**src/sv/sfp_pkg.sv**
```systemverilog
// ----------------------------------------------------------------------------
// sfp_pkg
// Shared types, codes and tables of the sequence parameter set size parser.
// ----------------------------------------------------------------------------
package sfp_pkg;

    localparam int DEF_MAX_PREFIX_ZEROS = 16;
    localparam int DEF_MAX_POC_CYCLE    = 255;

    localparam logic [7:0] HIGH_PROFILE = 8'd100;
    localparam logic [4:0] SPS_NAL_TYPE = 5'd7;
    localparam logic [7:0] EPB_BYTE     = 8'd3;
    localparam int         SZ_W         = 24;

    localparam logic [2:0] STAT_OK      = 3'd0;
    localparam logic [2:0] STAT_NOT_SPS = 3'd1;
    localparam logic [2:0] STAT_TRUNC   = 3'd2;
    localparam logic [2:0] STAT_LONG    = 3'd3;
    localparam logic [2:0] STAT_BAD     = 3'd4;

    typedef enum logic [5:0] {
        ST_HDR, ST_PROF, ST_CS, ST_RSV, ST_LEVEL, ST_ID, ST_CHROMA, ST_SEP,
        ST_BDL, ST_BDC, ST_QP, ST_SCM, ST_SLF, ST_LOG2FN, ST_POCT, ST_POCLSB,
        ST_DPAZ, ST_ONRP, ST_OTTB, ST_NCYC, ST_OREF, ST_NREF, ST_GAPS, ST_WID,
        ST_HGT, ST_FMO, ST_MBAFF, ST_D8, ST_CROP, ST_CL, ST_CR, ST_CT, ST_CB,
        ST_DONE
    } t_step;

    typedef enum logic [2:0] {
        S_IDLE, S_BITS, S_EVAL, S_SIZE, S_LOAD
    } t_ctl_state;

    typedef enum logic [2:0] {
        SZ_IDLE, SZ_WSUM, SZ_WSUB, SZ_HSUM, SZ_HSUB, SZ_DONE
    } t_size_state;

    typedef struct packed {
        logic [16:0] width_units;
        logic [16:0] height_units;
        logic [16:0] crop_l;
        logic [16:0] crop_r;
        logic [16:0] crop_t;
        logic [16:0] crop_b;
        logic        crop_on;
        logic        frame_only;
        logic [1:0]  chroma;
    } t_size_in;

    typedef struct packed {
        logic       at_hdr;
        logic       done;
        logic [2:0] err;
        logic [7:0] profile;
        logic [7:0] level;
        logic [2:0] flags;
        logic [4:0] id;
        t_size_in   size;
    } t_parse_info;

    // 0 means exp-golomb, otherwise fixed width in bits
    function automatic logic [3:0] f_field_width(input t_step s);
        logic [3:0] w;
        w = 4'd0;
        case (s)
            ST_PROF, ST_LEVEL:                       w = 4'd8;
            ST_RSV:                                  w = 4'd5;
            ST_CS:                                   w = 4'd3;
            ST_SEP, ST_QP, ST_SCM, ST_SLF, ST_DPAZ,
            ST_GAPS, ST_FMO, ST_MBAFF, ST_D8,
            ST_CROP:                                 w = 4'd1;
            default:                                 w = 4'd0;
        endcase
        return w;
    endfunction

endpackage

```
**src/sv/sfp_bit_parser.sv**
```systemverilog
// ----------------------------------------------------------------------------
// sfp_bit_parser
// Consumes one payload bit per cycle while i_bit_valid is high and decodes fixed and exp-golomb fields.
// ----------------------------------------------------------------------------
module sfp_bit_parser #(
    parameter int MAX_PREFIX_ZEROS = 16,
    parameter int MAX_POC_CYCLE    = 255
) (
    input  logic               i_clk,
    input  logic               i_rst_n,
    input  logic               i_hdr_load,
    input  logic [7:0]         i_hdr_byte,
    input  logic               i_bit_valid,
    input  logic               i_bit,
    input  logic               i_rearm,
    output sfp_pkg::t_parse_info o_info
);
    import sfp_pkg::*;

    t_step       r_step, n_step;
    logic [4:0]  r_lz, n_lz, r_bl, n_bl, r_id, n_id;
    logic [16:0] r_acc, n_acc, r_wu, n_wu, r_hu, n_hu;
    logic [7:0]  r_lc, n_lc, r_profile, n_profile, r_level, n_level;
    logic [2:0]  r_flags, n_flags, r_err, n_err;
    logic [1:0]  r_chroma, n_chroma;
    logic        r_frame_only, n_frame_only, r_crop_on, n_crop_on;
    logic [16:0] r_crop [4];
    logic [16:0] n_crop [4];

    logic        fin, ferr;
    logic [16:0] v, acc_sh;
    logic [7:0]  acc8, lc_inc, lc_dec;
    t_step       nx;

    always_comb begin
        n_step = r_step; n_lz = r_lz; n_bl = r_bl; n_acc = r_acc; n_lc = r_lc;
        n_profile = r_profile; n_level = r_level; n_flags = r_flags; n_id = r_id;
        n_chroma = r_chroma; n_frame_only = r_frame_only; n_crop_on = r_crop_on;
        n_wu = r_wu; n_hu = r_hu; n_err = r_err;
        for (int k = 0; k < 4; k++) n_crop[k] = r_crop[k];
        fin = 1'b0; ferr = 1'b0; v = '0; nx = ST_DONE;
        acc8 = {r_acc[6:0], i_bit};
        acc_sh = (r_acc > 17'h0FFFF) ? 17'h1FFFF : {r_acc[15:0], i_bit};
        lc_inc = r_lc + 8'd1;
        lc_dec = r_lc - 8'd1;

        if (i_rearm) begin
            n_step = ST_HDR;
        end else if (i_hdr_load) begin
            n_lz = '0; n_bl = '0; n_acc = '0; n_lc = '0; n_profile = '0;
            n_level = '0; n_flags = '0; n_id = '0; n_chroma = 2'd1;
            n_frame_only = 1'b0; n_crop_on = 1'b0; n_wu = '0; n_hu = '0;
            n_err = STAT_OK;
            for (int k = 0; k < 4; k++) n_crop[k] = '0;
            if (i_hdr_byte[4:0] != SPS_NAL_TYPE) begin
                n_err  = STAT_NOT_SPS;
                n_step = ST_DONE;
            end else begin
                n_step = ST_PROF;
                n_bl   = {1'b0, f_field_width(ST_PROF)};
            end
        end else if (i_bit_valid && r_err == STAT_OK && r_step != ST_DONE) begin
            if (f_field_width(r_step) != 4'd0) begin
                n_acc = {9'd0, acc8};
                n_bl  = r_bl - 5'd1;
                fin   = (r_bl == 5'd1);
                v     = {9'd0, acc8};
            end else if (r_acc == '0) begin
                if (!i_bit) begin
                    if (r_lz >= 5'(MAX_PREFIX_ZEROS)) n_err = STAT_LONG;
                    else n_lz = r_lz + 5'd1;
                end else begin
                    n_acc = 17'd1;
                    n_bl  = r_lz;
                    fin   = (r_lz == 5'd0);
                    v     = '0;
                end
            end else begin
                n_acc = acc_sh;
                n_bl  = r_bl - 5'd1;
                fin   = (r_bl == 5'd1);
                v     = acc_sh - 17'd1;
            end

            if (fin) begin
                case (r_step)
                    ST_PROF:  begin n_profile = v[7:0]; nx = ST_CS; end
                    ST_CS:    begin n_flags = v[2:0]; nx = ST_RSV; end
                    ST_RSV:   nx = ST_LEVEL;
                    ST_LEVEL: begin n_level = v[7:0]; nx = ST_ID; end
                    ST_ID: begin
                        ferr = (v > 17'd31);
                        n_id = v[4:0];
                        nx   = (r_profile == HIGH_PROFILE) ? ST_CHROMA : ST_LOG2FN;
                    end
                    ST_CHROMA: begin
                        ferr     = (v > 17'd3);
                        n_chroma = v[1:0];
                        nx       = (v == 17'd3) ? ST_SEP : ST_BDL;
                    end
                    ST_SEP:   nx = ST_BDL;
                    ST_BDL:   nx = ST_BDC;
                    ST_BDC:   nx = ST_QP;
                    ST_QP:    nx = ST_SCM;
                    ST_SCM: begin
                        n_lc = '0;
                        nx   = v[0] ? ST_SLF : ST_LOG2FN;
                    end
                    ST_SLF: begin
                        n_lc = lc_inc;
                        nx   = (lc_inc >= 8'd8) ? ST_LOG2FN : ST_SLF;
                    end
                    ST_LOG2FN: nx = ST_POCT;
                    ST_POCT: begin
                        if (v == 17'd0)      nx = ST_POCLSB;
                        else if (v == 17'd1) nx = ST_DPAZ;
                        else if (v == 17'd2) nx = ST_NREF;
                        else                 ferr = 1'b1;
                    end
                    ST_POCLSB: nx = ST_NREF;
                    ST_DPAZ:   nx = ST_ONRP;
                    ST_ONRP:   nx = ST_OTTB;
                    ST_OTTB:   nx = ST_NCYC;
                    ST_NCYC: begin
                        ferr = (v > 17'(MAX_POC_CYCLE));
                        n_lc = v[7:0];
                        nx   = (v != '0) ? ST_OREF : ST_NREF;
                    end
                    ST_OREF: begin
                        n_lc = lc_dec;
                        nx   = (lc_dec != '0) ? ST_OREF : ST_NREF;
                    end
                    ST_NREF:  nx = ST_GAPS;
                    ST_GAPS:  nx = ST_WID;
                    ST_WID:   begin n_wu = v + 17'd1; nx = ST_HGT; end
                    ST_HGT:   begin n_hu = v + 17'd1; nx = ST_FMO; end
                    ST_FMO: begin
                        n_frame_only = v[0];
                        nx = v[0] ? ST_D8 : ST_MBAFF;
                    end
                    ST_MBAFF: nx = ST_D8;
                    ST_D8:    nx = ST_CROP;
                    ST_CROP: begin
                        n_crop_on = v[0];
                        nx = v[0] ? ST_CL : ST_DONE;
                    end
                    ST_CL:   begin n_crop[0] = v; nx = ST_CR; end
                    ST_CR:   begin n_crop[1] = v; nx = ST_CT; end
                    ST_CT:   begin n_crop[2] = v; nx = ST_CB; end
                    ST_CB:   begin n_crop[3] = v; nx = ST_DONE; end
                    default: nx = ST_DONE;
                endcase
                if (ferr) begin
                    n_err = STAT_BAD;
                    // a failed check leaves the id and chroma untouched
                    n_id = r_id; n_chroma = r_chroma; n_lc = r_lc;
                end else begin
                    n_step = nx;
                    n_lz   = '0;
                    n_acc  = '0;
                    n_bl   = {1'b0, f_field_width(nx)};
                end
            end
        end
    end

    always_ff @(posedge i_clk) begin
        if (!i_rst_n) begin
            r_step <= ST_HDR; r_lz <= '0; r_bl <= '0; r_acc <= '0; r_lc <= '0;
            r_profile <= '0; r_level <= '0; r_flags <= '0; r_id <= '0;
            r_chroma <= 2'd1; r_frame_only <= 1'b0; r_crop_on <= 1'b0;
            r_wu <= '0; r_hu <= '0; r_err <= STAT_OK;
            for (int k = 0; k < 4; k++) r_crop[k] <= '0;
        end else begin
            r_step <= n_step; r_lz <= n_lz; r_bl <= n_bl; r_acc <= n_acc; r_lc <= n_lc;
            r_profile <= n_profile; r_level <= n_level; r_flags <= n_flags;
            r_id <= n_id; r_chroma <= n_chroma; r_frame_only <= n_frame_only;
            r_crop_on <= n_crop_on; r_wu <= n_wu; r_hu <= n_hu; r_err <= n_err;
            for (int k = 0; k < 4; k++) r_crop[k] <= n_crop[k];
        end
    end

    always_comb begin
        o_info.at_hdr            = (r_step == ST_HDR);
        o_info.done              = (r_step == ST_DONE);
        o_info.err               = r_err;
        o_info.profile           = r_profile;
        o_info.level             = r_level;
        o_info.flags             = r_flags;
        o_info.id                = r_id;
        o_info.size.width_units  = r_wu;
        o_info.size.height_units = r_hu;
        o_info.size.crop_l       = r_crop[0];
        o_info.size.crop_r       = r_crop[1];
        o_info.size.crop_t       = r_crop[2];
        o_info.size.crop_b       = r_crop[3];
        o_info.size.crop_on      = r_crop_on;
        o_info.size.frame_only   = r_frame_only;
        o_info.size.chroma       = r_chroma;
    end

endmodule

```
**src/sv/sfp_size_calc.sv**
```systemverilog
// ----------------------------------------------------------------------------
// sfp_size_calc
// Cropped frame size from one shared add/subtract unit, width then height.
// ----------------------------------------------------------------------------
module sfp_size_calc (
    input  logic              i_clk,
    input  logic              i_rst_n,
    input  logic              i_start,
    input  sfp_pkg::t_size_in i_size,
    output logic              o_done,
    output logic              o_bad,
    output logic [15:0]       o_width,
    output logic [15:0]       o_height
);
    import sfp_pkg::*;

    t_size_state            r_state, n_state;
    logic signed [SZ_W-1:0] r_t, r_w, r_h;
    logic signed [SZ_W-1:0] op_a, op_b, sum;
    logic                   op_sub;
    logic                   sw_sh, sh_sh, fm_sh;

    // chroma subsampling and field factors are all powers of two
    assign sw_sh = (i_size.chroma == 2'd1) || (i_size.chroma == 2'd2);
    assign sh_sh = (i_size.chroma == 2'd1);
    assign fm_sh = !i_size.frame_only;

    always_comb begin
        op_a = '0; op_b = '0; op_sub = 1'b0;
        unique case (r_state)
            SZ_WSUM: begin
                op_a = SZ_W'(i_size.crop_l);
                op_b = SZ_W'(i_size.crop_r);
            end
            SZ_WSUB: begin
                op_a   = SZ_W'(i_size.width_units) <<< 4;
                op_b   = i_size.crop_on ? (r_t <<< sw_sh) : '0;
                op_sub = 1'b1;
            end
            SZ_HSUM: begin
                op_a = SZ_W'(i_size.crop_t);
                op_b = SZ_W'(i_size.crop_b);
            end
            SZ_HSUB: begin
                op_a   = (SZ_W'(i_size.height_units) <<< 4) <<< fm_sh;
                op_b   = i_size.crop_on ? ((r_t <<< sh_sh) <<< fm_sh) : '0;
                op_sub = 1'b1;
            end
            default: begin
                op_a = '0;
            end
        endcase
        sum = op_a + (op_sub ? ~op_b : op_b) + SZ_W'(op_sub);
    end

    always_comb begin
        n_state = r_state;
        unique case (r_state)
            SZ_IDLE: if (i_start) n_state = SZ_WSUM;
            SZ_WSUM: n_state = SZ_WSUB;
            SZ_WSUB: n_state = SZ_HSUM;
            SZ_HSUM: n_state = SZ_HSUB;
            SZ_HSUB: n_state = SZ_DONE;
            SZ_DONE: n_state = SZ_IDLE;
            default: n_state = SZ_IDLE;
        endcase
    end

    always_ff @(posedge i_clk) begin
        if (!i_rst_n) begin
            r_state <= SZ_IDLE;
        end else begin
            r_state <= n_state;
        end
        if (r_state == SZ_WSUM || r_state == SZ_HSUM) r_t <= sum;
        if (r_state == SZ_WSUB) r_w <= sum;
        if (r_state == SZ_HSUB) r_h <= sum;
    end

    assign o_done   = (r_state == SZ_DONE);
    assign o_bad    = (r_w < 0) || (r_w > 65535) || (r_h < 0) || (r_h > 65535);
    assign o_width  = r_w[15:0];
    assign o_height = r_h[15:0];

endmodule

```
**src/sv/sps_frame_size_parser.sv**
```systemverilog
// ----------------------------------------------------------------------------
// sps_frame_size_parser
// H.264 sequence parameter set parser reporting the cropped frame size.
// ----------------------------------------------------------------------------
// Bytes of one NAL unit arrive header first; the block strips emulation
// prevention bytes and decodes the payload one bit per clock through a single
// field decoder, so ready stays low until all bits of a payload byte are
// decoded, while the header byte, a stripped byte and bytes after an error
// are taken straight from idle. On the last byte the status is registered and,
// for a clean parse, the size is worked out by a shared add/subtract unit,
// then the result lands in the output register; a failed parse skips the
// size step, and the load waits while an earlier result is still unread.
module sps_frame_size_parser #(
    parameter int MAX_PREFIX_ZEROS = sfp_pkg::DEF_MAX_PREFIX_ZEROS,
    parameter int MAX_POC_CYCLE    = sfp_pkg::DEF_MAX_POC_CYCLE
) (
    input  logic        i_clk,
    input  logic        i_rst_n,
    input  logic        i_valid,
    output logic        o_ready,
    input  logic [7:0]  i_nal_byte,
    input  logic        i_last_byte,
    output logic        o_valid,
    input  logic        i_ready,
    output logic [2:0]  o_status,
    output logic [7:0]  o_profile,
    output logic [7:0]  o_level,
    output logic [2:0]  o_constraint_bits,
    output logic [4:0]  o_param_set_id,
    output logic [1:0]  o_chroma_format,
    output logic [15:0] o_frame_width,
    output logic [15:0] o_frame_height
);
    import sfp_pkg::*;

    t_ctl_state  r_state, n_state;
    t_parse_info info;
    logic [7:0]  r_byte;
    logic        r_last;
    logic [2:0]  r_idx;
    logic [1:0]  r_zr;
    logic [2:0]  r_status;
    logic        r_out_valid;
    logic        acc, active, epb, hdr_load, bit_valid, size_start, rearm, load;
    logic        size_done, size_bad;
    logic [15:0] size_w, size_h;
    logic [2:0]  eval_status;

    sfp_bit_parser #(
        .MAX_PREFIX_ZEROS(MAX_PREFIX_ZEROS),
        .MAX_POC_CYCLE   (MAX_POC_CYCLE)
    ) u_parser (
        .i_clk      (i_clk),
        .i_rst_n    (i_rst_n),
        .i_hdr_load (hdr_load),
        .i_hdr_byte (i_nal_byte),
        .i_bit_valid(bit_valid),
        .i_bit      (r_byte[r_idx]),
        .i_rearm    (rearm),
        .o_info     (info)
    );

    sfp_size_calc u_size (
        .i_clk   (i_clk),
        .i_rst_n (i_rst_n),
        .i_start (size_start),
        .i_size  (info.size),
        .o_done  (size_done),
        .o_bad   (size_bad),
        .o_width (size_w),
        .o_height(size_h)
    );

    assign acc    = i_valid && o_ready;
    assign active = !info.at_hdr && info.err == STAT_OK && !info.done;
    assign epb    = (r_zr == 2'd2) && (i_nal_byte == EPB_BYTE);
    assign eval_status = (info.err != STAT_OK) ? info.err
                       : (!info.done ? STAT_TRUNC : STAT_OK);

    always_comb begin
        n_state = r_state;
        unique case (r_state)
            S_IDLE: begin
                if (acc) begin
                    if (active && !epb) n_state = S_BITS;
                    else if (i_last_byte) n_state = S_EVAL;
                end
            end
            S_BITS: if (r_idx == 3'd0) n_state = r_last ? S_EVAL : S_IDLE;
            S_EVAL: n_state = (eval_status == STAT_OK) ? S_SIZE : S_LOAD;
            S_SIZE: if (size_done) n_state = S_LOAD;
            S_LOAD: if (!r_out_valid || i_ready) n_state = S_IDLE;
            default: n_state = S_IDLE;
        endcase
    end

    always_comb begin
        o_ready    = (r_state == S_IDLE);
        hdr_load   = acc && info.at_hdr;
        bit_valid  = (r_state == S_BITS);
        size_start = (r_state == S_EVAL) && (eval_status == STAT_OK);
        load       = (r_state == S_LOAD) && (!r_out_valid || i_ready);
        rearm      = load;
    end

    always_ff @(posedge i_clk) begin
        if (!i_rst_n) begin
            r_state     <= S_IDLE;
            r_zr        <= '0;
            r_out_valid <= 1'b0;
        end else begin
            r_state <= n_state;
            if (hdr_load) begin
                r_zr <= '0;
            end else if (acc && active) begin
                if (epb) r_zr <= '0;
                else if (i_nal_byte == 8'd0) r_zr <= (r_zr == 2'd2) ? 2'd2 : r_zr + 2'd1;
                else r_zr <= '0;
            end
            if (load) r_out_valid <= 1'b1;
            else if (i_ready) r_out_valid <= 1'b0;
        end
        if (acc) begin
            r_byte <= i_nal_byte;
            r_last <= i_last_byte;
            r_idx  <= 3'd7;
        end else if (r_state == S_BITS) begin
            r_idx <= r_idx - 3'd1;
        end
        if (r_state == S_EVAL) r_status <= eval_status;
        else if (r_state == S_SIZE && size_done && size_bad) r_status <= STAT_BAD;
        if (load) begin
            o_status          <= r_status;
            o_profile         <= info.profile;
            o_level           <= info.level;
            o_constraint_bits <= info.flags;
            o_param_set_id    <= info.id;
            o_chroma_format   <= info.size.chroma;
            o_frame_width     <= (r_status == STAT_OK) ? size_w : 16'd0;
            o_frame_height    <= (r_status == STAT_OK) ? size_h : 16'd0;
        end
    end

    assign o_valid = r_out_valid;

    // failed parses never report a size
    a_err_no_size: assert property (@(posedge i_clk) disable iff (!i_rst_n)
        o_valid && o_status != STAT_OK |-> o_frame_width == 16'd0 && o_frame_height == 16'd0)
        else $error("size reported with nonzero status");

    a_bits_busy: assert property (@(posedge i_clk) disable iff (!i_rst_n)
        r_state == S_BITS |-> !o_ready)
        else $error("ready while shifting bits");

    a_size_done: assert property (@(posedge i_clk) disable iff (!i_rst_n)
        size_done |-> r_state == S_SIZE)
        else $error("size unit finished outside size wait");

    a_start_ok: assert property (@(posedge i_clk) disable iff (!i_rst_n)
        size_start |=> r_status == STAT_OK)
        else $error("size started on failed parse");

endmodule
```
**config.mk**
```make
export PLATFORM = sky130hd
export DESIGN_NAME = sps_frame_size_parser
export DESIGN_NICKNAME = d
export VERILOG_FILES = /design/src/sv/sfp_pkg.sv /design/src/sv/sfp_bit_parser.sv /design/src/sv/sfp_size_calc.sv /design/src/sv/sps_frame_size_parser.sv
export SDC_FILE = /design/constraint.sdc
export NUM_CORES = 1
export LEC_CHECK = 0
export BUFFER_PORTS_ARGS = -buffer_cell sky130_fd_sc_hd__buf_2
export CORE_MARGIN = 2
export CORE_UTILIZATION = 65
export DETAILED_ROUTE_END_ITERATION = 6
export PLACE_DENSITY = 0.93
export SLEW_MARGIN = 20
export SYNTH_ARGS = -nofsm -noshare
export SYNTH_HDL_FRONTEND = slang
export SYNTH_SLANG_ARGS = --single-unit
export TNS_END_PERCENT = 100
```
**constraint.sdc**
```tcl
create_clock -name i_clk -period 7.93 [get_ports i_clk]
set_input_delay 1.586 -clock i_clk [delete_from_list [all_inputs] [get_ports i_clk]]
set_output_delay 1.586 -clock i_clk [all_outputs]
set_load 0.01 [all_outputs]
```
==> results of run 1 <==
==> placed cells by master, fill, tap and decap left out, types with 6 or more instances in the layout <==
cell / Yosys / layout
nor3b_1: 8 / 8
and3_1: 14 / 14
nand2b_1: 15 / 15
nor3_1: 40 / 39
dfxtp_1: 190 / 189
nand4_1: 7 / 7
xor2_1: 21 / 21
nand3_1: 52 / 52
mux2i_1: 127 / 127
or3_1: 22 / 22
nor4_1: 18 / 18
a31oi_1: 14 / 14
edfxtp_1: 145 / 145
o21ai_0: 82 / 82
buf_4: 3 / 25
nor2b_1: 22 / 21
o22ai_1: 23 / 23
a21oi_1: 185 / 184
a211o_1: 6 / 6
xnor2_1: 33 / 33
o211ai_1: 8 / 8
and2_1: 51 / 51
a211oi_1: 22 / 22
nor2_1: 181 / 180
inv_1: 36 / 34
a22oi_1: 11 / 11
o221ai_1: 7 / 7
nand2_1: 284 / 284
clkbuf_16: 0 / 36
mux2_2: 17 / 17
o31ai_1: 9 / 9
a221o_1: 11 / 11
or4_1: 7 / 7
a21o_1: 9 / 9
ha_1: 38 / 38
or2_2: 6 / 6
buf_2: 4 / 75
==> layer usage <==
| metal | global-route usage | part of all wire |
|---|---|---|
| met2 | 0.5396 | 0.47 |
| met1 | 0.4168 | 0.39 |
| met5 | 0 | 0 |
| met4 | 0.1769 | 0.049 |
| met3 | 0.05752 | 0.096 |
==> area by class of cell <==
class	instances	area [um2]
Tap cell	341	426.7
Clock inverter	21	211.5
Clock buffer	43	947.2
Multi-Input combinational cell	1444	8959
Timing Repair Buffer	100	563.0
Inverter	36	137.6
Fill cell	1859	7472
Sequential cell	335	8159
==> cell usage after synthesis, types with 14 or more instances <==
library cell	count	area, um2
nand2_1	284	1066
dfxtp_1	190	3804
a21oi_1	185	925.9
nor2_1	181	679.4
edfxtp_1	145	4354
mux2i_1	127	1271
clkbuf_1	104	390.4
o21ai_0	82	410.4
nand3_1	52	260.3
and2_1	51	319.1
nor3_1	40	200.2
ha_1	38	475.5
inv_1	36	135.1
xnor2_1	33	289.0
o22ai_1	23	143.9
a211oi_1	22	165.2
nor2b_1	22	137.6
or3_1	22	137.6
xor2_1	21	183.9
nor4_1	18	112.6
mux2_2	17	191.4
nand2b_1	15	93.84
a31oi_1	14	87.58
and3_1	14	87.58
==> metrics by stage <==
stage               setup WS (ns)  cells    util  hold WS, ns
floorplan                   2.910   1938       -       0.4076
global placement            2.366   2256  0.6789       0.4160
detailed placement          2.162   2256  0.6789       0.4177
CTS                         2.096   2320  0.7220       0.4281
global route                1.559   2320  0.7220       0.4331
finish                      1.863   2320  0.7220       0.4277
==> power by group <==
part | switching [uW] | internal (uW)
Combinational | 1260 | 586
Clock | 694 | 958
Sequential | 157 | 1960
==> critical path, stage by stage (launching register included) <==
cell and delay [ns]:
dfxtp_1 0.60, nor2b_1 0.65, nand2b_1 0.56, inv_1 0.22, nand2_1 0.35, o221ai_1 0.28
o21ai_0 0.13, ha_1 0.37, nor2b_1 0.16, o21ai_0 0.20, nand2b_1 0.13, a21oi_1 0.16
nor2b_1 0.08, o311ai_0 0.57, a31oi_1 0.30, a41oi_1 0.34, a21o_1 0.22, o2111ai_1 0.13
a21oi_1 0.18, xnor2_1 0.20
==> flip-flops by register name, summed over array words and instances, names as in the netlist, 16 cells and up, named ones only <==
register         cells
o_frame_height      16
u_parser.r_acc      17
u_parser.r_hu       17
u_size.r_h          24
o_frame_width       16
u_parser.r_crop     68
u_parser.r_wu       17
u_size.r_w          24
u_size.r_t          24
==> worst paths after layout <==
path	from	end	slack (ns)
max	u_size.r_state[2]	u_size.r_w[22]	1.86
min	u_parser.r_id[2]	o_param_set_id[2]	0.43
max reg2reg	u_size.r_state[2]	u_size.r_w[22]	1.86
min reg2reg	u_parser.r_id[2]	o_param_set_id[2]	0.43
==> kinds of logic (layout without fill, tap and decap cells) <==
logic type                 count (synthesis)  count (layout)  synth area share
buffers and inverters                    159             200           0.03511
adders and majority gates                 39              39           0.02797
DFF                                      335             335            0.4606
muxes                                    148             148           0.08767
and+or+nand+nor                          756             756            0.2024
AOI/OAI and AO/OA                        447             447            0.1596
xor gates and xnor gates                  54              54           0.02670
==> flow_metrics.py, run 1 <==
metrics = {
    "cts": {
        "cts_root_buf": "clkbuf_16",
        "cts_buffer_depth": 3,
        "cts_hold_buf": 0,
        "clk_pin_slew_ns": 0.07,
        "cts_made_buffers": 35,
        "cts_tree": "yes",
        "cts_setup_buffers": 0,
        "cts_sinks": 335,
        "clk_latency_ns": 0.54,
        "htree_levels": 2,
        "postCtsResizedCells": 0,
    },
    "finish": {
        "area_delta_synth_final_pct": 9.551,
        "drive_above_1_share": 0.1076,
        "final_cell_area_um2": 19400,
        "n_antenna_cell": 0,
        "nets": 2004,
    },
    "grt": {
        "grt_pass1_vias": 14937,
        "antenna_found_initial": 0,
        "track_usage": 0.3288,
        "overflow": 0,
        "grt_pass1_wl_um": 75810,
        "grt_start_max_net_pins": 97,
    },
    "drt": {
        "wl_per_cell_um": 20.47,
        "dr.first_iter.drc_count": 2015,
        "firstDrtPassIters": 6,
        "totalWireLength_um": 47490,
        "drc_errors": 0,
        "vias": 15330,
        "routed_via_density": 6.608,
        "drtAntennaViolNets": 0,
    },
    "placement": {
        "place_congestion": 0.9887,
        "portBuffers": 75,
        "dpl_cell_area_um2": 18250,
        "place_hpwl_um": 31230,
    },
    "worst_hold_path": {
        "hold_class": "reg2reg",
        "hold_path_depth": 0,
    },
    "timing": {
        "clock_skew_ns": 0.03121,
        "max_slew.worst_pin.slew_ns": 1.096,
        "final-setup-viol-count": 0,
        "fmax_mhz": 164.8,
        "relSlewSlack": 0.2673,
        "final_hold_viol_count": 0,
        "slew_viol_final": 0,
        "fin_tns_setup_ns": 0,
        "grt_setup_unrepaired": "false",
        "post-route-min-period_ns": 6.067,
        "min_period_over_period": 0.7650,
    },
    "synthesis": {
        "synthCells": 1938,
        "ys_types": 94,
        "async_flop_share": 0,
        "netlist_area_um2": 17710,
        "synth-seq-area-share": 0.4606,
        "syn_avg_cell_area_um2": 9.139,
        "ys_warn_count": 0,
        "synth-seq-cells": 335,
        "synth_edf_count": 145,
        "synth_top_flop_cell": "dfxtp_1",
        "synth_nets": 1990,
    },
    "floorplanning": {
        "coreArea_um2": 26880,
        "initial_core_util": 0.6590,
        "fp-row-count": 60,
        "fp.dieH_um": 169.1,
        "chipWidth_um": 169.1,
        "boundaryPins": 76,
        "dieArea_um2": 28590,
    },
    "critical_path": {
        "cp.required_ns": 8.26,
        "critical_path_class": "reg2reg",
        "r2r_cells": 19,
        "arrival_ns": 6.39,
        "cp_max_fo": 17,
        "end_kind": "register",
        "cp-start-kind": "register",
    },
    "pwr": {
        "power.leakage_uw": 0.007296,
        "power_density_nw_per_um2": 289.4,
        "power_uw": 5615,
        "vdd_drop_max_mv": 0.2424,
    },
    "flow_run": {
        "cap_violations": 0,
    },
    "status": {
        "outcome": "finished clean",
    },
}
(Power assumes the default switching activity.)
==> run 2: changes to the inputs <==
- ABC_AREA: unset -> 1
- CORE_UTILIZATION: 65 -> 62
- PLACE_DENSITY: 0.93 -> 0.9
- clock period: 7.93 -> 6.15 ns (I/O delays scaled with it)
==> run 2 against run 1 <==
Effect of this change: sequential power up 45%; synthesized area down 2.3%; flip-flop and latch count stayed put; clock power increased by 26%; largest power group is now combinational cells; cell count grew 13%; highest routed layer is now met5.
==> flow_metrics.py, run 2 <==
metrics = {
    "cts": {
        "cts_buffer_depth": 3,
        "cts_made_buffers": 35,
        "cts_sinks": 335,
        "cts_tree": "yes",
        "postCtsResizedCells": 0,
        "htree_levels": 2,
        "cts_root_buf": "clkbuf_16",
        "cts_hold_buf": 0,
        "clk_latency_ns": 0.52,
        "cts_setup_buffers": 0,
        "clk_pin_slew_ns": 0.06,
    },
    "timing": {
        "max_slew.worst_pin.slew_ns": 1.049,
        "min_period_over_period": 0.8495,
        "fin_tns_setup_ns": 0,
        "grt_setup_unrepaired": "false",
        "post-route-min-period_ns": 5.224,
        "fmax_mhz": 191.4,
        "slew_viol_final": 0,
        "final_hold_viol_count": 0,
        "final-setup-viol-count": 0,
        "fin_ws_ns": 0.9255,
        "relSlewSlack": 0.3006,
        "clock_skew_ns": 0.01615,
    },
    "finish": {
        "layout_common_cells": "413 x nand2_1, 211 x inv_1, 207 x a21oi_1, 201 x nor2_1, 190 x dfxtp_1",
        "area_delta_synth_final_pct": 10.56,
        "top_register": "u_parser.r_crop",
        "largest_register_ffs": 68,
        "layout.cells.non_filler": 2617,
        "nets": 2265,
        "final_common_cell": "nand2_1",
        "n_antenna_cell": 0,
        "drive_above_1_share": 0.1032,
    },
    "synthesis": {
        "ys_types": 58,
        "synth-seq-cells": 335,
        "synth_area_leaders": "edfxtp_1 25%, dfxtp_1 22%, nand2_1 9.0%",
        "synth_top_area_share": 0.2516,
        "netlist_top_cells_count": "413 x nand2_1, 212 x a21oi_1, 211 x inv_1, 204 x nor2_1, 190 x dfxtp_1",
        "synth_top_flop_cell": "dfxtp_1",
        "synthCells": 2172,
        "yosysMostFrequentCell": "nand2_1",
        "synth_nets": 2224,
        "ys_warn_count": 0,
        "syn_avg_cell_area_um2": 7.969,
        "synth_top_area_cell": "edfxtp_1",
        "synth_edf_count": 145,
        "synth-seq-area-share": 0.4713,
        "netlist_area_um2": 17310,
        "async_flop_share": 0,
    },
    "pwr": {
        "power_uw": 8640,
        "power_density_nw_per_um2": 451.5,
        "vdd_drop_max_mv": 0.2757,
        "power.leakage_uw": 0.008094,
    },
    "drt": {
        "totalWireLength_um": 47120,
        "drtAntennaViolNets": 0,
        "routed_via_density": 6.035,
        "wl_per_cell_um": 18.01,
        "drc_errors": 0,
        "vias": 15794,
        "dr.first_iter.drc_count": 1739,
        "firstDrtPassIters": 6,
    },
    "grt": {
        "grt_pass1_wl_um": 75290,
        "grt_pass1_vias": 14819,
        "antenna_found_initial": 1,
        "track_usage": 0.3222,
        "overflow": 0,
        "grt_start_max_net_pins": 106,
    },
    "critical_path": {
        "end_kind": "register",
        "cp-start-kind": "register",
        "cp.required_ns": 6.41,
        "cp_max_fo": 28,
        "critical_path_class": "reg2reg",
        "arrival_ns": 5.48,
    },
    "floorplanning": {
        "fp-row-count": 61,
        "coreArea_um2": 27630,
        "fp.dieH_um": 171.1,
        "dieArea_um2": 29270,
        "chipWidth_um": 171.1,
        "boundaryPins": 76,
        "initial_core_util": 0.6265,
    },
    "flow_run": {
        "cap_violations": 0,
    },
    "placement": {
        "place_hpwl_um": 33710,
        "portBuffers": 75,
        "place_congestion": 1.044,
        "place_inst": 2554,
        "pre_cts_ws_ns": 1.040,
    },
    "status": {
        "outcome": "finished clean",
    },
    "worst_hold_path": {
        "hold_class": "reg2reg",
    },
}
run 2: cell count changes after synthesis, moves of 23 or more:
cell     previous run  this run
inv_1              36       211
nand2_1           284       413
mux2i_1           127         0
o21ai_0            82       162
nand3_1            52       126
nand4_1             7        65
and2_1             51         0
a21oi_1           185       212
a22oi_1            11        35
nor2_1            181       204
run 2: critical path: stages, from the launching register on:
cell and delay [ns]:
dfxtp_1 0.37, inv_1 0.10, nand2_1 0.11, nor2_2 0.04
buf_4 0.24, nor2_1 0.62, clkinv_1 0.66, nand4_1 0.31
nand2_1 0.08, ha_1 0.40, nand2_1 0.10, nor2_1 0.16
nand2_1 0.09, o31ai_1 0.52, a31oi_1 0.25, o21ai_0 0.40
a21oi_1 0.15, nand2_1 0.08, o21ai_0 0.10, xnor2_1 0.17
run 2: cell families (layout without fill, tap and decap cells):
logic type                 Yosys count  in the layout  share of synthesized area
buffers and inverters              328            395                    0.07323
xor gates and xnor gates            39             39                    0.01973
and+or+nand+nor                    901            901                     0.2308
AOI/OAI and AO/OA                  530            530                     0.1763
adders and majority gates           39             39                    0.02863
DFF                                335            335                     0.4713
run 2: power by group:
group	internal (uW)	leakage, uW	switching (uW)
Sequential	2830	0.00289	252
Combinational	927	0.00465	2540
Clock	1220	0.000547	864
Total	4980	0.00809	3660
run 2: per-layer routing:
layer,part of all wire,vias up,track usage
met5,0.00089,-,0
met4,0.024,2,0.09469
met3,0.087,94,0.05158
met2,0.48,747,0.5435
met1,0.41,7390,0.4285
li1,-,7561,-
run 2: final cells by class:
| cell class | count | area (um2) |
|---|---|---|
| Clock inverter | 13 | 145.1 |
| Timing Repair Buffer | 97 | 540.5 |
| Tap cell | 378 | 473.0 |
| Fill cell | 2202 | 8492 |
| Sequential cell | 335 | 8158 |
| Multi-Input combinational cell | 1509 | 7943 |
| Clock buffer | 50 | 993.5 |
| Inverter | 235 | 884.6 |
run 2: worst paths after layout:
| check | end | slack [ns] | startpoint | cells after the start |
|---|---|---|---|---|
| worst max register to register | u_size.r_t[23] | 0.93 | u_size.r_state[0] | 19 |
| worst min register to register | o_constraint_bits[0] | 0.43 | u_parser.r_flags[0] | 0 |
| worst max-delay path | u_size.r_t[23] | 0.93 | u_size.r_state[0] | 19 |
| worst min-delay path | o_constraint_bits[0] | 0.43 | u_parser.r_flags[0] | 0 |
run 2: metrics by stage:
step	cell area [um2]	util	hold slack [ns]
finish	19140	0.6926	0.4332
global route	19140	0.6926	0.4464
CTS	19130	0.6923	0.4338
detailed placement	17990	0.6511	0.4174
global placement	17990	0.6511	0.4160
floorplan	17310	-	0.4030
==> run 3: changes to the inputs <==
- clock period: 6.15 -> 5.3 ns (I/O delays scaled with it)
==> run 3 against run 2 <==
Effect of this change: the flow now finishes with violations (DRC); sequential share of layout area decreased by 0.075 points; wire length is 0.23% higher; clock skew up 0.0087 ns; fmax is 8.1% higher; first-iteration DRC count up 8.5%; critical endpoint is now u_size.r_t[22]; highest routed layer is now met4.
==> flow_metrics.py, run 3 (synthesis results as in run 2) <==
metrics = {
    "timing": {
        "fin_tns_setup_ns": 0,
        "min_period_over_period": 0.9122,
        "fmax_mhz": 206.8,
        "final-setup-viol-count": 0,
        "clock_skew_ns": 0.02485,
        "grt_setup_unrepaired": "false",
        "post-route-min-period_ns": 4.835,
        "fin_ws_ns": 0.4651,
        "max_slew.worst_pin.slew_ns": 1.053,
        "relSlewSlack": 0.2978,
        "slew_viol_final": 0,
        "final_hold_viol_count": 0,
    },
    "finish": {
        "n_antenna_cell": 0,
        "nets": 2270,
        "layout.cells.non_filler": 2622,
        "area_delta_synth_final_pct": 10.76,
        "largest_register_ffs": 68,
        "fin_util": 0.6939,
        "top_register": "u_parser.r_crop",
        "final_common_cell": "nand2_1",
        "layout_common_cells": "413 x nand2_1, 211 x inv_1, 207 x a21oi_1, 201 x nor2_1, 190 x dfxtp_1",
        "fillers": 2179,
        "drive_above_1_share": 0.1056,
    },
    "drt": {
        "drtAntennaViolNets": 0,
        "drc_errors": 1,
        "routed_via_density": 6.060,
        "totalWireLength_um": 47230,
        "firstDrtPassIters": 7,
        "vias": 15890,
        "wl_per_cell_um": 18.01,
        "dr.first_iter.drc_count": 1886,
    },
    "pwr": {
        "net-switching-power_uw": 4277,
        "vdd_drop_max_mv": 0.3295,
        "power_density_nw_per_um2": 523.9,
        "clkPwrFrac": 0.238,
        "power.internal_uw": 5767,
        "power.leakage_uw": 0.008126,
        "power.share.switching": 0.4258,
        "power_frac_seq": 0.355,
        "comb_power_share": 0.406,
    },
    "placement": {
        "place_hpwl_um": 33420,
        "pre_cts_ws_ns": 0.7022,
        "portBuffers": 75,
        "place_congestion": 1.019,
        "place_inst": 2560,
    },
    "floorplanning": {
        "chipWidth_um": 171.1,
        "coreArea_um2": 27630,
        "boundaryPins": 76,
        "dieArea_um2": 29270,
        "fp.dieH_um": 171.1,
        "initial_core_util": 0.6265,
        "fp-row-count": 61,
    },
    "cts": {
        "postCtsResizedCells": 0,
        "cts_sinks": 335,
        "cts_buffer_depth": 3,
        "cts_hold_buf": 0,
        "htree_levels": 2,
        "cts_tree": "yes",
        "clk_pin_slew_ns": 0.06,
        "clk_latency_ns": 0.53,
        "cts_root_buf": "clkbuf_16",
        "cts_setup_buffers": 0,
        "cts_made_buffers": 34,
    },
    "critical_path": {
        "arrival_ns": 5.13,
        "cp_slowest_cell": "nor2_1",
        "end_kind": "register",
        "cp-start-kind": "register",
        "cp_common_cell": "nand2_1",
        "critical_path_class": "reg2reg",
        "cp_slowest_stage_delay_ns": 0.66,
        "cp_max_fo": 10,
        "crit_start": "u_size.r_state[0]",
        "rrSetupSlack_ns": 0.47,
        "critPathBufInv": 3,
        "path_depth": 26,
        "r2r_cells": 26,
        "path_delay_family": "simple AND/OR/NAND/NOR gates",
        "timing.rr.start": "u_size.r_state[0]",
        "cp.required_ns": 5.60,
        "r2r-end": "u_size.r_t[22]",
        "cp-endpoint": "u_size.r_t[22]",
    },
    "status": {
        "outcome": "finished, violations left",
        "violations": "DRC",
    },
    "grt": {
        "overflow": 0,
        "track_usage": 0.3191,
        "grt_pass1_vias": 14722,
        "grt_pass1_wl_um": 74620,
        "antenna_found_initial": 0,
        "grt_start_max_net_pins": 105,
    },
    "flow_run": {
        "cap_violations": 0,
    },
    "worst_hold_path": {
        "hp-start": "u_parser.r_level[6]",
        "hold_class": "reg2reg",
    },
}
## run 3: cell types whose count changed in the layout (fill, tap and decap cells not counted)
| cell | previous run | this run |
|---|---|---|
| buf_4 | 22 | 28 |
| clkbuf_1 | 10 | 8 |
| clkinvlp_4 | 3 | 1 |
| bufinv_16 | 2 | 1 |
| clkbuf_8 | 4 | 5 |
| clkinv_1 | 6 | 7 |
| clkinv_2 | 2 | 3 |
| clkinv_4 | 1 | 2 |
| clkinv_8 | 1 | 2 |
| inv_4 | 2 | 1 |
## run 3: worst min-delay path by stage
stage                                 endpoint  slack, ns  cells after the start
final                               o_level[6]       0.43                      0
after global routing               o_status[1]       0.45                      0
after CTS                           o_level[6]       0.43                      0
after detailed placement            o_level[6]       0.42                      0
after global placement       o_param_set_id[3]       0.41                      0
after floorplan           o_constraint_bits[2]       0.40                      0
## run 3: layout make-up
class,instances,area (um2),share of cell area
flip-flops and latches,335,8158,0.4255
inverters,235,884.6,0.04614
repair buffers,103,585.6,0.03054
well taps,378,473.0,0.02467
multi-input cells,1509,7943,0.4143
clock buffers,49,999.7,0.05215
clock inverters,13,127.6,0.006657
## run 3: through the flow
stage               power, uW  hold WS [ns]  area, um2
finish                  10040        0.4330      19170
global route            10610        0.4528      19170
CTS                      9932        0.4339      19160
detailed placement       7525        0.4190      18030
global placement         7385        0.4137      18030
floorplan                6406        0.4030      17310
## run 3: power groups by stage
stage	Sequential, uW	Combinational, uW	Clock (uW)
floorplan	3580	2830	0
global placement	3580	3800	0
detailed placement	3600	3920	0
CTS	3560	3960	2410
global route	3610	4480	2510
finish	3570	4080	2390
## run 3: routing by layer
metal | vias to the layer above | share of wire | wire (um) | global-route usage
met1 | 7331 | 0.41 | 19280 | 0.4213
li1 | 7570 | - | - | -
met3 | 135 | 0.090 | 4243 | 0.05020
met5 | - | 0 | 0 | 0
met4 | 0 | 0.032 | 1493 | 0.1072
met2 | 854 | 0.47 | 22210 | 0.5363
